File: config.mk
export PLATFORM = sky130hd
export DESIGN_NAME = multiset_bag_store
export DESIGN_NICKNAME = d
export VERILOG_FILES = /design/src/rtl/mbs_pkg.sv /design/src/rtl/multiset_bag_store.sv /design/src/rtl/mbs_cell.sv /design/src/rtl/mbs_chain.sv
export SDC_FILE = /design/constraint.sdc
export NUM_CORES = 2
export LEC_CHECK = 0
export BUFFER_PORTS_ARGS = -buffer_cell sky130_fd_sc_hd__buf_4
export CORE_ASPECT_RATIO = 1.2
export CORE_UTILIZATION = 58
export CTS_CLUSTER_SIZE = 24
export DETAILED_ROUTE_END_ITERATION = 10
export PLACE_DENSITY_LB_ADDON = 0.1
export SKIP_LAST_GASP = 1
export SYNTH_ARGS = -nofsm -noshare
export SYNTH_HDL_FRONTEND = slang
export SYNTH_SLANG_ARGS = --single-unit
File: constraint.sdc
create_clock -name i_clk -period 6.5 [get_ports i_clk]
set_clock_uncertainty 0.05 [all_clocks]
set_input_delay 0.65 -clock i_clk [delete_from_list [all_inputs] [get_ports i_clk]]
set_output_delay 0.65 -clock i_clk [all_outputs]
set_load 0.02 [all_outputs]
File: src/rtl/mbs_pkg.sv
`default_nettype none
package mbs_pkg;

    localparam int CAPACITY = 64;
    localparam int DATA_W   = 32;
    // count width: holds 0..CAPACITY
    localparam int CNT_W    = $clog2(CAPACITY + 1);
    localparam int FIELD_W  = 7;
    localparam int CMP_W    = (CNT_W > FIELD_W) ? CNT_W : FIELD_W;
    localparam logic [FIELD_W-1:0] SAT_MAX = 7'd127;

    localparam logic [1:0] ACT_INSERT = 2'd0;
    localparam logic [1:0] ACT_COUNT  = 2'd1;
    localparam logic [1:0] ACT_REMOVE = 2'd2;
    // no operation: contents untouched, only size reported
    localparam logic [1:0] ACT_UNUSED = 2'd3;

    // control broadcast to every cell of the chain
    typedef struct packed {
        logic              shift;    // shift the prefix [0, len) toward the head
        logic [CNT_W-1:0]  len;      // live prefix length
        logic              keep;     // head beat re-enters at len-1
        logic              wr_en;    // direct write of one cell
        logic [CNT_W-1:0]  wr_idx;
        logic [DATA_W-1:0] wr_data;
    } t_cell_ctl;

    function automatic logic [FIELD_W-1:0] sat7(input logic [CNT_W-1:0] v);
        logic [CMP_W-1:0] x;
        x = CMP_W'(v);
        return (x > CMP_W'(SAT_MAX)) ? SAT_MAX : x[FIELD_W-1:0];
    endfunction

endpackage
`default_nettype wire

File: src/rtl/multiset_bag_store.sv
// Sequence: count and insert run the count pass only; remove runs the count pass and
//   then the compaction pass; an unused action code runs neither. Each pass steps the
//   cell chain once per stored entry, one entry per cycle, and a new beat is taken only
//   after the reply of the last one is loaded (o_in_stall is high meanwhile).
// Reset: synchronous, active low; clears fill, state and output valid. Cell contents
//   are not reset and are only read below fill.
`default_nettype none
module multiset_bag_store
    import mbs_pkg::*;
(
    input  wire logic               i_clk,
    input  wire logic               i_rst_n,
    // input channel
    input  wire logic               i_in_valid,
    output logic                    o_in_stall,
    input  wire logic [1:0]         i_action,
    input  wire logic [DATA_W-1:0]  i_value,
    input  wire logic [FIELD_W-1:0] i_limit,
    // output channel
    output logic                    o_out_valid,
    input  wire logic               i_out_stall,
    output logic                    o_found,
    output logic      [FIELD_W-1:0] o_occurrences,
    output logic      [FIELD_W-1:0] o_removed,
    output logic      [FIELD_W-1:0] o_size,
    output logic                    o_empty_res,
    output logic                    o_rejected
);

    localparam logic [2:0] S_IDLE   = 3'd0;
    localparam logic [2:0] S_COUNT  = 3'd1;
    localparam logic [2:0] S_POST   = 3'd2;
    localparam logic [2:0] S_REMOVE = 3'd3;
    localparam logic [2:0] S_FINISH = 3'd4;

    // control
    logic [2:0]         r_state, n_state;
    logic [CNT_W-1:0]   r_fill,  n_fill;
    logic [CNT_W-1:0]   r_i,     n_i;
    logic               r_out_valid, n_out_valid;

    // working registers for the beat in flight
    logic [1:0]         r_act;
    logic [DATA_W-1:0]  r_value;
    logic [FIELD_W-1:0] r_limit;
    logic [CNT_W-1:0]   r_occ,  n_occ;
    logic [CNT_W-1:0]   r_rem,  n_rem;
    logic [CNT_W-1:0]   r_keep, n_keep;
    logic [CNT_W-1:0]   r_seen, n_seen;
    logic [CNT_W-1:0]   r_len,  n_len;
    logic               r_rej,  n_rej;

    // output payload
    logic               r_found;
    logic [FIELD_W-1:0] r_occ_o, r_rem_o, r_size_o;
    logic               r_empty_o, r_rej_o;

    t_cell_ctl          ctl;
    logic [DATA_W-1:0]  head;
    logic               match;
    logic               drop;
    logic               last;
    logic               accept;
    logic               load_out;
    logic [CMP_W-1:0]   lim_ext, occ_ext;

    mbs_chain u_chain (
        .i_clk  (i_clk),
        .i_ctl  (ctl),
        .o_head (head)
    );

    assign accept   = i_in_valid && (r_state == S_IDLE);
    assign match    = (head == r_value);
    // during compaction, copies past the first "keep" ones are dropped (last ones go)
    assign drop     = match && (r_seen >= r_keep);
    assign last     = (r_i == (r_fill - CNT_W'(1)));
    assign load_out = (r_state == S_FINISH) && (!r_out_valid || !i_out_stall);
    assign lim_ext  = CMP_W'(r_limit);
    assign occ_ext  = CMP_W'(r_occ);

    always_comb begin
        n_state     = r_state;
        n_fill      = r_fill;
        n_i         = r_i;
        n_occ       = r_occ;
        n_rem       = r_rem;
        n_keep      = r_keep;
        n_seen      = r_seen;
        n_len       = r_len;
        n_rej       = r_rej;
        n_out_valid = r_out_valid;

        ctl         = '0;
        ctl.wr_idx  = r_fill;
        ctl.wr_data = r_value;
        ctl.len     = r_fill;
        ctl.keep    = 1'b1;

        if (r_out_valid && !i_out_stall) begin
            n_out_valid = 1'b0;
        end

        case (r_state)
            S_IDLE: begin
                if (accept) begin
                    n_i    = '0;
                    n_occ  = '0;
                    n_rem  = '0;
                    n_seen = '0;
                    n_rej  = 1'b0;
                    if (i_action == ACT_UNUSED) begin
                        n_state = S_FINISH;
                    end else if (r_fill == '0) begin
                        n_state = S_POST;
                    end else begin
                        n_state = S_COUNT;
                    end
                end
            end
            S_COUNT: begin
                // rotate the live prefix by one entry; order is restored after a full pass
                ctl.shift = 1'b1;
                if (match) begin
                    n_occ = r_occ + CNT_W'(1);
                end
                n_i = r_i + CNT_W'(1);
                if (last) begin
                    n_state = S_POST;
                end
            end
            S_POST: begin
                n_i   = '0;
                n_len = r_fill;
                case (r_act)
                    ACT_INSERT: begin
                        if (r_fill == CNT_W'(CAPACITY)) begin
                            n_rej = 1'b1;
                        end else begin
                            ctl.wr_en = 1'b1;
                            n_fill    = r_fill + CNT_W'(1);
                        end
                        n_state = S_FINISH;
                    end
                    ACT_REMOVE: begin
                        n_rem   = (lim_ext < occ_ext) ? CNT_W'(r_limit) : r_occ;
                        n_keep  = r_occ - n_rem;
                        n_state = (r_fill == '0) ? S_FINISH : S_REMOVE;
                    end
                    default: begin
                        n_state = S_FINISH;
                    end
                endcase
            end
            S_REMOVE: begin
                // kept head re-enters at the end of the shrinking prefix
                ctl.shift = 1'b1;
                ctl.len   = r_len;
                ctl.keep  = !drop;
                if (match) begin
                    n_seen = r_seen + CNT_W'(1);
                end
                if (drop) begin
                    n_len = r_len - CNT_W'(1);
                end
                n_i = r_i + CNT_W'(1);
                if (last) begin
                    n_fill  = n_len;
                    n_state = S_FINISH;
                end
            end
            S_FINISH: begin
                if (load_out) begin
                    n_out_valid = 1'b1;
                    n_state     = S_IDLE;
                end
            end
            default: begin
                n_state = S_IDLE;
            end
        endcase
    end

    always_ff @(posedge i_clk) begin
        if (!i_rst_n) begin
            r_state     <= S_IDLE;
            r_fill      <= '0;
            r_i         <= '0;
            r_out_valid <= 1'b0;
        end else begin
            r_state     <= n_state;
            r_fill      <= n_fill;
            r_i         <= n_i;
            r_out_valid <= n_out_valid;
        end
    end

    always_ff @(posedge i_clk) begin
        if (accept) begin
            r_act   <= i_action;
            r_value <= i_value;
            r_limit <= i_limit;
        end
        r_occ  <= n_occ;
        r_rem  <= n_rem;
        r_keep <= n_keep;
        r_seen <= n_seen;
        r_len  <= n_len;
        r_rej  <= n_rej;
        if (load_out) begin
            r_found   <= (r_occ != '0);
            r_occ_o   <= sat7(r_occ);
            r_rem_o   <= sat7(r_rem);
            r_size_o  <= sat7(r_fill);
            r_empty_o <= (r_fill == '0);
            r_rej_o   <= r_rej;
        end
    end

    assign o_in_stall    = (r_state != S_IDLE);
    assign o_out_valid   = r_out_valid;
    assign o_found       = r_found;
    assign o_occurrences = r_occ_o;
    assign o_removed     = r_rem_o;
    assign o_size        = r_size_o;
    assign o_empty_res   = r_empty_o;
    assign o_rejected    = r_rej_o;

endmodule
`default_nettype wire

File: src/rtl/mbs_cell.sv
`default_nettype none
module mbs_cell
    import mbs_pkg::*;
(
    input  wire logic              i_clk,
    input  wire t_cell_ctl         i_ctl,
    input  wire logic [CNT_W-1:0]  i_idx,
    input  wire logic [DATA_W-1:0] i_nbr,
    input  wire logic [DATA_W-1:0] i_head,
    output logic      [DATA_W-1:0] o_data
);

    logic [DATA_W-1:0] r_data;
    logic [CNT_W-1:0]  pos;

    assign pos    = i_idx + CNT_W'(1);
    assign o_data = r_data;

    always_ff @(posedge i_clk) begin
        if (i_ctl.wr_en && (i_ctl.wr_idx == i_idx)) begin
            r_data <= i_ctl.wr_data;
        end else if (i_ctl.shift) begin
            if (pos < i_ctl.len) begin
                r_data <= i_nbr;
            end else if ((pos == i_ctl.len) && i_ctl.keep) begin
                r_data <= i_head;
            end
        end
    end

endmodule
`default_nettype wire

File: src/rtl/mbs_chain.sv
`default_nettype none
module mbs_chain
    import mbs_pkg::*;
(
    input  wire logic              i_clk,
    input  wire t_cell_ctl         i_ctl,
    output logic      [DATA_W-1:0] o_head
);

    logic [DATA_W-1:0] data [CAPACITY];

    assign o_head = data[0];

    for (genvar k = 0; k < CAPACITY; k++) begin : g_cell
        logic [DATA_W-1:0] nbr;
        if (k == CAPACITY - 1) begin : g_last
            assign nbr = data[0];
        end else begin : g_mid
            assign nbr = data[k+1];
        end
        mbs_cell u_cell (
            .i_clk  (i_clk),
            .i_ctl  (i_ctl),
            .i_idx  (CNT_W'(k)),
            .i_nbr  (nbr),
            .i_head (data[0]),
            .o_data (data[k])
        );
    end

endmodule
`default_nettype wire

==> flow_metrics.tcl <==
set metrics [dict create \
    cts_buffers 219 \
    tightest_slew_ns 1.547 \
    relSlewSlack_pct -4.201 \
    synth_top_cell_area_share_pct 57.17 \
    design.die.area_um2 196400 \
    drt-pass1-iter-count 7 \
    dp_cells 11950 \
    wl_um 386500 \
    viasPerCell 6.518 \
    crit_slowest_cell "a22oi_1" \
    htree_levels 4 \
    row_count 177 \
    pin_count 71 \
    synth.most_common_cell "edfxtp_1" \
    dr.first_iter.drc_count 11190 \
    critPathMaxFanout 46 \
    cts_setup_buffers 0 \
    cts_tree "done" \
    syn_area_per_cell_um2 11.19 \
    grt_max_degree 66 \
    ys_seq_elements 2167 \
    synth_area_um2 112900 \
    power_mw 43.19 \
    crit_chain "nand3b_4, mux2_4, nor2_4, nand2_4, a22oi_1, o311ai_2, buf_4" \
    grt_pass1_wl_um 552500 \
    wl_per_cell_um 31.14 \
    fin_cells 12410 \
    area_growth_pct 9.057 \
    yosys.area.top_type "edfxtp_1" \
    async_flop_share_pct 0 \
    critPathMaxStageDelay_ns 1.32 \
    drive_above_1_share_pct 10.37 \
    synth_edf_count 2149 \
    p_comb_share_pct 29.7 \
    drv_cap 1 \
    clkPwrFrac_pct 29.6 \
    synth_commonest_cells "edfxtp_1, mux2i_1, nand2_1" \
    ant_nets 0 \
    start_util_pct 58.31 \
    fmax_mhz 186.4 \
    clock-sinks 2167 \
    crit_type "flop to flop" \
    syn-num-nets 10160 \
    power_frac_seq_pct 40.7 \
    synthCells 10080 \
    overflow 0 \
    leakagePower_nw 44.86 \
    cts.clk_slew.worst_paths_ns 0.06 \
    yosys_most_used_dff "edfxtp_1" \
    antenna_found_initial 22 \
    rsz0062_at_grt "false" \
    synth_cell_types 82 \
    fin_nets 9696 \
    finalSetupViolations 0 \
    grt_use_total_pct 38.97 \
    swShare_pct 34.25 \
    status "finished with violations" \
    cp.arrival_ns 5.90 \
    cp.required_ns 7.04 \
    startpoint_type "flop" \
    slew_violations 2 \
    numPortBuffers 70 \
    pre_cts_slack_ns 1.540 \
    hpwlAfterDp_um 225200 \
    setup_tns_ns 0 \
    synth_warnings 0 \
    utilization_pct 63.60 \
    insertion_delay_ns 0.92 \
    crit_path_end_kind "flop" \
    min_period_ns 5.366 \
    p_sw_mw 14.79 \
    powerDensity_nw_per_um2 350.9 \
    worst_slack_ns 1.134 \
    fin_crit_sh_pct 82.55 \
    root_buffer "clkbuf_16" \
    drcViolationCount 0 \
    yosysSeqAreaShare_pct 57.49 \
    die_h_um 485.3 \
    p_int_mw 28.40 \
    violations "max-capacitance violations, max-slew violations" \
    vias 80910 \
    die_w_um 404.7 \
    max-clock-path-buffers 3 \
    peakVddDrop_mv 0.3957 \
    hold_class "input port to flop" \
    synth_area_leaders "edfxtp_1, mux2i_1, nand2_1" \
    grt_pass1_vias 77140 \
    fp.coreArea_um2 193600 \
    hold_viol_final 0 \
    gpl.final_weighted_congestion 1.019 \
]
[cell families after synthesis]
family / synth area share, %
compound gates: 10.39
xor+xnor: 0.4966
fa+ha+maj: 0.3170
buf+inv: 4.527
flops: 57.49
mux: 18.43
simple gates: 8.349
[state kept, by name (all words and copies together), names as in the netlist, 2 cells and up]
name and count:
r_fill 7, r_rem 7, occ_ext 7, r_len 7, r_state 3, r_seen 7
r_act 2, u_chain.g_cell.u_cell.o_data 2048, o_occurrences 7, r_keep 7, o_removed 7, lim_ext 7
o_size 7, r_value 32, r_i 7
[metal layers]
layer	GRT usage (%)	vias to the layer above	wire, um
met5	0	-	41
met3	9.376	1354	42280
li1	-	35380	-
met1	50.45	39150	143800
met2	58.76	5020	172100
met4	24.98	6	28310
[final cells by class]
cell class                 instances  area [um2]
fill                           14950       70460
tap                             2595        3247
sequential                      2167       64890
multi-input combinational       6739       44200
timing repair buffer             454        3548
clock buffer                     270        5736
clock inverter                   136        1294
inverter                          42       157.7
antenna                           10       25.02
[power by group through the flow]
| stage | Combinational [mW] | Clock, mW | Sequential, mW |
|---|---|---|---|
| 2_1_floorplan | 8.12 | 0 | 17.7 |
| 3_3_place_gp | 12.2 | 0 | 17.8 |
| 3_5_place_dp | 12.4 | 0 | 17.8 |
| 4_1_cts | 12.5 | 12.8 | 17.6 |
| 5_1_grt | 13.3 | 13.3 | 17.6 |
| 6_report | 12.8 | 12.8 | 17.6 |
[per-stage QoR]
stage | cell area (um2) | hold slack, ns
3_5_place_dp | 115600 | 0.3545
3_3_place_gp | 115600 | 0.3526
2_1_floorplan | 112900 | 0.3503
5_1_grt | 123100 | 0.05120
4_1_cts | 123100 | 0.01115
6_report | 123100 | 0.03738
[worst max-delay path: cells and delay by family, from the launching register on]
family / cells / cell delay [ns]
and+or+nand+nor: 3 / 1.85
AOI/OAI and AO/OA: 2 / 1.48
DFF: 1 / 0.66
muxes: 1 / 0.52
buffers and inverters: 1 / 0.33
[placed cells by master, fill, tap and decap left out, drive strengths merged, types with 4 or more instances in the layout]
cell / instances
a211oi: 5
a21boi: 8
a21o: 4
a21oi: 479
a311oi: 4
a31oi: 20
and2: 5
and3: 6
buf: 412
bufinv: 24
clkbuf: 270
clkinv: 98
clkinvlp: 9
dfxtp: 18
diode: 10
dlygate4sd3: 42
edfxtp: 2149
ha: 27
inv: 47
mux2: 68
mux2i: 1995
nand2: 1673
nand2b: 5
nand3: 37
nand3b: 7
nand4: 17
nor2: 548
nor2b: 8
nor3: 24
nor4: 11
o21ai: 1621
o221ai: 19
o22ai: 20
o31ai: 7
or3: 7
xnor2: 22
xor2: 42
[path summary, 6_finish.rpt]
| check | end | from | slack [ns] | cells after the start |
|---|---|---|---|---|
| setup reg to reg | u_chain.g_cell[20].u_cell.o_data[5] | r_state[2] | 1.13 | 7 |
| hold / removal | r_i[0] | i_rst_n | 0.04 | 2 |
| hold reg to reg | o_rejected | r_rej | 0.37 | 0 |
| setup / recovery | u_chain.g_cell[20].u_cell.o_data[5] | r_state[2] | 1.13 | 7 |
[repair_timing]
action,in CTS,in global routing
resized for setup,0,0
hold endpoints to repair,42,0
hold buffers,42,0
(Power assumes the default switching activity.)
